<file path="config.mk">
export PLATFORM = sky130hd
export DESIGN_NAME = upi_ctrl
export DESIGN_NICKNAME = d
export VERILOG_FILES = /design/src/rtl/upi_pkg.sv /design/src/rtl/upi_ctrl.sv
export SDC_FILE = /design/constraint.sdc
export NUM_CORES = 1
export LEC_CHECK = 0
export ABC_CLOCK_PERIOD_IN_PS = 1700
export BUFFER_PORTS_ARGS = -buffer_cell sky130_fd_sc_hd__buf_4
export CELL_PAD_IN_SITES_DETAIL_PLACEMENT = 1
export CELL_PAD_IN_SITES_GLOBAL_PLACEMENT = 2
export CORE_MARGIN = 1
export CORE_UTILIZATION = 27
export CTS_BUF_LIST = sky130_fd_sc_hd__clkbuf_4
export CTS_CLUSTER_SIZE = 25
export DETAILED_ROUTE_END_ITERATION = 16
export PLACE_DENSITY = 0.9
export RECOVER_POWER = 100
export SLEW_MARGIN = 15
export SYNTH_ARGS = -nofsm -noshare
export SYNTH_HDL_FRONTEND = slang
export SYNTH_SLANG_ARGS = --single-unit
export TNS_END_PERCENT = 1
</file>
<file path="constraint.sdc">
create_clock -name clk_i -period 1.7 [get_ports clk_i]
set_input_delay 0.17 -clock clk_i [delete_from_list [all_inputs] [get_ports clk_i]]
set_output_delay 0.17 -clock clk_i [all_outputs]
set_load 0.02 [all_outputs]
</file>
<file path="src/rtl/upi_pkg.sv">
// Shared types, constants and the arctangent table of the pose integrator.
package upi_pkg;

  localparam int CordicSteps = 16;
  localparam int IterW = (CordicSteps > 1) ? $clog2(CordicSteps) : 1;

  localparam logic [33:0] GainQ30       = 34'd652032874;
  localparam logic [33:0] InvTwoPiQ32   = 34'd683565276;
  localparam logic [15:0] StepTimeMin   = 16'd66;
  localparam logic [15:0] StepTimeReset = 16'd3277;

  typedef logic [1:0] mul_sel_t;
  localparam mul_sel_t MulCos = 2'd0;
  localparam mul_sel_t MulSin = 2'd1;
  localparam mul_sel_t MulHdg = 2'd2;

  typedef struct packed {
    logic             accept;    // latch the item and seed the rotator
    logic             iter;      // one rotator iteration
    logic [IterW-1:0] iter_idx;
    logic             mul_en;
    mul_sel_t         mul_sel;
    logic             cap_x;
    logic             cap_y;
    logic             cap_h;
    logic             commit;    // move the new pose into the pose registers
  } upi_cmd_t;

  // arctan(2^-i) in 2^-32 turn units
  function automatic logic [31:0] atan_turns(input logic [4:0] idx);
    logic [31:0] r;
    case (idx)
      5'd0:    r = 32'd536870912;
      5'd1:    r = 32'd316933406;
      5'd2:    r = 32'd167458907;
      5'd3:    r = 32'd85004756;
      5'd4:    r = 32'd42667331;
      5'd5:    r = 32'd21354465;
      5'd6:    r = 32'd10679838;
      5'd7:    r = 32'd5340245;
      5'd8:    r = 32'd2670163;
      5'd9:    r = 32'd1335087;
      5'd10:   r = 32'd667544;
      5'd11:   r = 32'd333772;
      5'd12:   r = 32'd166886;
      5'd13:   r = 32'd83443;
      5'd14:   r = 32'd41722;
      5'd15:   r = 32'd20861;
      5'd16:   r = 32'd10430;
      5'd17:   r = 32'd5215;
      5'd18:   r = 32'd2608;
      5'd19:   r = 32'd1304;
      5'd20:   r = 32'd652;
      5'd21:   r = 32'd326;
      5'd22:   r = 32'd163;
      5'd23:   r = 32'd81;
      default: r = 32'd0;
    endcase
    return r;
  endfunction

endpackage

</file>
<file path="src/rtl/upi_ctrl.sv">
// Sequencer of the pose integrator: handshakes, rotator count, multiply order.
module upi_ctrl (
  input  logic             clk_i,
  input  logic             rst_ni,
  input  logic             in_valid_i,
  output logic             in_ready_o,
  input  logic             action_i,
  output logic             out_valid_o,
  input  logic             out_ready_i,
  output upi_pkg::upi_cmd_t cmd_o
);

  localparam logic [2:0] S_IDLE   = 3'd0;
  localparam logic [2:0] S_ITER   = 3'd1;
  localparam logic [2:0] S_MULC   = 3'd2;
  localparam logic [2:0] S_MULS   = 3'd3;
  localparam logic [2:0] S_MULH   = 3'd4;
  localparam logic [2:0] S_HDG    = 3'd5;
  localparam logic [2:0] S_COMMIT = 3'd6;

  localparam logic [upi_pkg::IterW-1:0] IterLast =
    upi_pkg::IterW'(upi_pkg::CordicSteps - 1);

  logic [2:0]                state_q, state_d;
  logic [upi_pkg::IterW-1:0] iter_q, iter_d;
  logic                      out_valid_q, out_valid_d;
  logic                      in_acc;
  logic                      slot_free;

  assign in_ready_o  = (state_q == S_IDLE);
  assign in_acc      = in_valid_i & in_ready_o;
  assign slot_free   = ~out_valid_q | out_ready_i;
  assign out_valid_o = out_valid_q;

  always_comb begin
    state_d        = state_q;
    iter_d         = iter_q;
    cmd_o          = '0;
    cmd_o.iter_idx = iter_q;
    cmd_o.mul_sel  = upi_pkg::MulCos;
    case (state_q)
      S_IDLE: begin
        if (in_acc) begin
          cmd_o.accept = 1'b1;
          iter_d       = '0;
          state_d      = action_i ? S_ITER : S_COMMIT;
        end
      end
      S_ITER: begin
        cmd_o.iter = 1'b1;
        iter_d     = iter_q + 1'b1;
        if (iter_q == IterLast) begin
          state_d = S_MULC;
        end
      end
      S_MULC: begin
        cmd_o.mul_en  = 1'b1;
        cmd_o.mul_sel = upi_pkg::MulCos;
        state_d       = S_MULS;
      end
      S_MULS: begin
        cmd_o.mul_en  = 1'b1;
        cmd_o.mul_sel = upi_pkg::MulSin;
        cmd_o.cap_x   = 1'b1;
        state_d       = S_MULH;
      end
      S_MULH: begin
        cmd_o.mul_en  = 1'b1;
        cmd_o.mul_sel = upi_pkg::MulHdg;
        cmd_o.cap_y   = 1'b1;
        state_d       = S_HDG;
      end
      S_HDG: begin
        cmd_o.cap_h = 1'b1;
        state_d     = S_COMMIT;
      end
      S_COMMIT: begin
        // hold until the previous result has been taken
        if (slot_free) begin
          cmd_o.commit = 1'b1;
          state_d      = S_IDLE;
        end
      end
      default: state_d = S_IDLE;
    endcase
  end

  assign out_valid_d = cmd_o.commit | (out_valid_q & ~out_ready_i);

  always_ff @(posedge clk_i or negedge rst_ni) begin
    if (!rst_ni) begin
      state_q     <= S_IDLE;
      iter_q      <= '0;
      out_valid_q <= 1'b0;
    end else begin
      state_q     <= state_d;
      iter_q      <= iter_d;
      out_valid_q <= out_valid_d;
    end
  end

  a_commit_slot: assert property (@(posedge clk_i) disable iff (!rst_ni)
    cmd_o.commit |-> (!out_valid_q || out_ready_i))
    else $error("pose committed over an untaken result");

  a_commit_valid: assert property (@(posedge clk_i) disable iff (!rst_ni)
    cmd_o.commit |=> out_valid_q)
    else $error("committed pose not presented");

  a_busy_after_accept: assert property (@(posedge clk_i) disable iff (!rst_ni)
    in_acc |=> !in_ready_o)
    else $error("second item taken while busy");

  a_iter_range: assert property (@(posedge clk_i) disable iff (!rst_ni)
    (state_q == S_ITER) |-> (iter_q <= IterLast))
    else $error("rotator count out of range");

endmodule

</file>
[After elaboration in Yosys (flattened, before gate mapping)]
Index checks and enable logic that the tools add are counted.
W data, S select, Z words.
Cells by class
  equality and inequality tests: 10
  mux-type cells: 16
  reduce and logical (&&, ||, !) cells: 4
  bitwise logic cells: 6
  add/subtract/negate cells: 1
Operator list (number)
  $pmux W3 S7: 1
  $mux W3: 4
  $eq A3 B3 Y1 const B: 3
  $pmux W3 S3: 1
  $mux W1: 8
  $pmux W4 S2: 1
  $eq A3 B2 Y1 const B: 2
  $add A4 B1 Y4 const B: 1
  $eq A4 B4 Y1 const B: 1
  $mux W4: 1
  $ne A2 B2 Y1 const B: 2
  $eq A3 B1 Y1 const B: 1
  $logic_not A3 Y1: 1
  $reduce_and A3 Y1: 1
  $and A1 B1 Y1: 2
  $ne A2 B1 Y1 const B: 1
  $not A1 Y1: 2
  $or A1 B1 Y1: 2
  $reduce_and A2 Y1: 1
  $reduce_bool A2 Y1: 1
Word-level totals
  bits in registers: 8
  logic and storage cells: 40
  output and inout bits: 15

[Longest topological paths before layout]
  word-level depth: 5
  depth in mapped cells: 4
  gate-level depth less buffers: 4

[Least setup slack after synthesis]
OpenSTA, ideal clock, no wires.
  path kind: flip-flop to output port
  start point: register state_q[2]
  end point: output port cmd_o[12] in the netlist's numbering
  arrival time: 1432 ps
  cell stages (with the launch flop): 4
  path slack: 98 ps
  buffers on the path: 1
  cells stage by stage: dfrtp_1 buf_2 nor3_1 and2_1
RTL lines
  start, declared: line upi_ctrl.sv:24  | logic [2:0] state_q, state_d;
  start signal, assigned: line upi_ctrl.sv:96  | state_q <= state_d;
  end, declared: line upi_ctrl.sv:10  | output upi_pkg::upi_cmd_t cmd_o

==> flow_metrics.tcl <==
set metrics [dict create \
    status "finished, final reports clean" \
    ys_types 28 \
    path_max_fanout 16 \
    pre_cts_slack_ns 0.327 \
    ioPinCount 20 \
    start_util 0.292 \
    crit_path_max_incr_delay_ns 0.49 \
    clock_path_buffers 2 \
    fin_crit_sh 0.931 \
    finalSetupViolCount 0 \
    die_area_mm2 0.00207 \
    synthesis.yosys.warnings 0 \
    grt_pass1_wl_mm 2.12 \
    rr_startpoint "state_q[2]" \
    avgViaCountPerCell 4.71 \
    die_h_um 45.5 \
    synth_area_um2 510 \
    postRouteAntennaNets 0 \
    hp-class "in2reg" \
    nets 85 \
    layout-drive-gt1-share 0.234 \
    place_hpwl_um 956 \
    wl_per_cell_um 12.3 \
    layout_common_cells "clkbuf_1 (11), buf_4 (8), dfrtp_1 (6)" \
    required_ns 1.53 \
    grt_pass1_vias 449 \
    path_depth 3 \
    pwr_density_cell_mw_per_mm2 1940 \
    fin_ws_ns 0.118 \
    hold_viol 0 \
    die_w_um 45.5 \
    critPathBufInv 2 \
    clock_skew_ns 0.0109 \
    syn_inst 57 \
    ir_worst_vdd_mv 0.641 \
    reg2reg_slack_ns 0.39 \
    worstSetupStartpointType "flop" \
    clock-sinks 8 \
    cp-end-kind "primary output" \
    critPathLaunch "state_q[2]" \
    period_needed_ns 1.58 \
    grt_overflow 0 \
    seq_area_frac_synth 0.392 \
    cp-endpoint "cmd_o[11]" \
    slowest_stage "dfrtp_2" \
    drt_wl_total_mm 1.25 \
    slew_headroom 0.672 \
    core_area_mm2 0.00175 \
    crit_arrival_ns 1.41 \
    fillCellCount 223 \
    synth_nets 63 \
    row_count 15 \
    rsz0062_at_grt "false" \
    leakagePower_nw 0.312 \
    numCtsBuffers 3 \
    cts-root-buf "clkbuf_4" \
    tns_ns 0 \
    r2r_cells 3 \
    path_class "reg2out" \
    maxSlewViolCount 0 \
    grt_max_degree 17 \
    synth_seq_cells 8 \
    vias 480 \
    timing.rr.end "state_q[2]" \
    tightest_slew_ns 0.486 \
    max_freq_mhz 632 \
    grtUsageTotal 0.148 \
    drc 0 \
    firstDrtPassIters 4 \
    area_growth_pct 29.4 \
    cap_violations 0 \
    drt_iter0_drc 8 \
    syn_avg_cell_area_um2 8.96 \
    port_buffers 19 \
    antenna_found_initial 0 \
    final_common_cell "clkbuf_1" \
    clkTransAtPathRegs_ns 0.06 \
    postCtsSetupBuffers 0 \
    cts_tree "done" \
    cts_htree_levels 1 \
    diodes 0 \
    place_congestion 0.724 \
    cp_cell_sequence "or3b_1 > inv_2 > buf_4" \
    clk_latency_ns 0.26 \
    crit_family "flip-flops" \
]
power breakdown:
part / switching [mW] / internal (mW)
logic: 0.410 / 0.298
clock network: 0.0700 / 0.0812
registers: 0.148 / 0.275
total: 0.628 / 0.654
repair_timing:
| item | in CTS | in global routing |
|---|---|---|
| hold buffers | 1 | 0 |
| resized for setup | 0 | 2 |
| endpoints found under the setup margin | 0 | 2 |
| hold endpoints to repair | 8 | 0 |
through the flow:
step / util / hold WS (ns) / instance area (um2) / std cells / total power, mW
floorplan: - / -0.126 / 510 / 57 / 0.925
finish: 0.378 / 0.226 / 661 / 102 / 1.28
CTS: 0.402 / 0.226 / 702 / 102 / 1.39
global route: 0.378 / 0.252 / 661 / 102 / 1.40
detailed placement: 0.384 / -0.00591 / 669 / 98 / 1.23
global placement: 0.384 / -0.00516 / 669 / 98 / 1.21
registers in the layout, indices dropped and copies added (netlist names):
signal / cells
iter_q: 4
state_q: 3
out_valid_o: 1
cell type report:
| type | instances | area (um2) | area share |
|---|---|---|---|
| clock buffers | 3 | 22.5 | 0.0341 |
| inverters | 4 | 15.0 | 0.0227 |
| multi-input cells | 41 | 273 | 0.413 |
| flip-flops and latches | 8 | 203 | 0.307 |
| well taps | 25 | 31.3 | 0.0473 |
| repair buffers | 21 | 116 | 0.176 |
worst min-delay path by stage:
stage          slack [ns]  cells after the start     endpoint   startpoint
5_1_grt              0.25                      3  out_valid_o  out_ready_i
2_1_floorplan       -0.13                      0    iter_q[0]       rst_ni
3_5_place_dp       -0.006                      1    iter_q[3]       rst_ni
4_1_cts              0.23                      3  out_valid_o  out_ready_i
3_3_place_gp       -0.005                      1    iter_q[3]       rst_ni
6_report             0.23                      3  out_valid_o  out_ready_i
cell families after synthesis:
kind of cell             after synthesis  synth area share
buffers and inverters                  8            0.0735
flip-flops                             8             0.392
AND/OR/NAND/NOR                       22             0.265
adder cells (fa/ha/maj)                1            0.0245
AO/OA/AOI/OAI                         16             0.201
multiplexers                           2            0.0441
Yosys cell counts:
master | instances | share of area
ha_1 | 1 | 0.025
and3b_1 | 2 | 0.034
or4b_1 | 1 | 0.020
o21ai_1 | 2 | 0.020
a22o_1 | 3 | 0.051
buf_2 | 3 | 0.029
a21boi_0 | 1 | 0.015
o21bai_1 | 1 | 0.015
buf_4 | 1 | 0.015
o32ai_1 | 1 | 0.017
nor3b_2 | 1 | 0.025
inv_1 | 3 | 0.022
nor2_1 | 5 | 0.037
a21oi_1 | 4 | 0.039
inv_2 | 1 | 0.0073
nand2b_1 | 1 | 0.012
a21o_1 | 1 | 0.015
dfrtp_1 | 8 | 0.39
nand2_1 | 2 | 0.015
or4_1 | 1 | 0.015
nand3_1 | 1 | 0.0098
or3b_1 | 1 | 0.017
nor2b_1 | 2 | 0.025
nor3_1 | 2 | 0.020
o21ai_0 | 3 | 0.029
mux2_2 | 2 | 0.044
and3_1 | 2 | 0.025
and2_1 | 1 | 0.012
per-layer routing:
layer  vias to the layer above  track usage  part of all wire
met5                         -            0                 0
li1                        244            -                 -
met3                         3       0.0476             0.033
met1                       224        0.204              0.49
met4                         0       0.0545            0.0080
met2                         9        0.211              0.47
tightest hold or removal path, stage by stage:
cell and delay (ns):
buf_4 0.07, nor2b_1 0.06, nand2b_1 0.14
(Power assumes the default switching activity.)
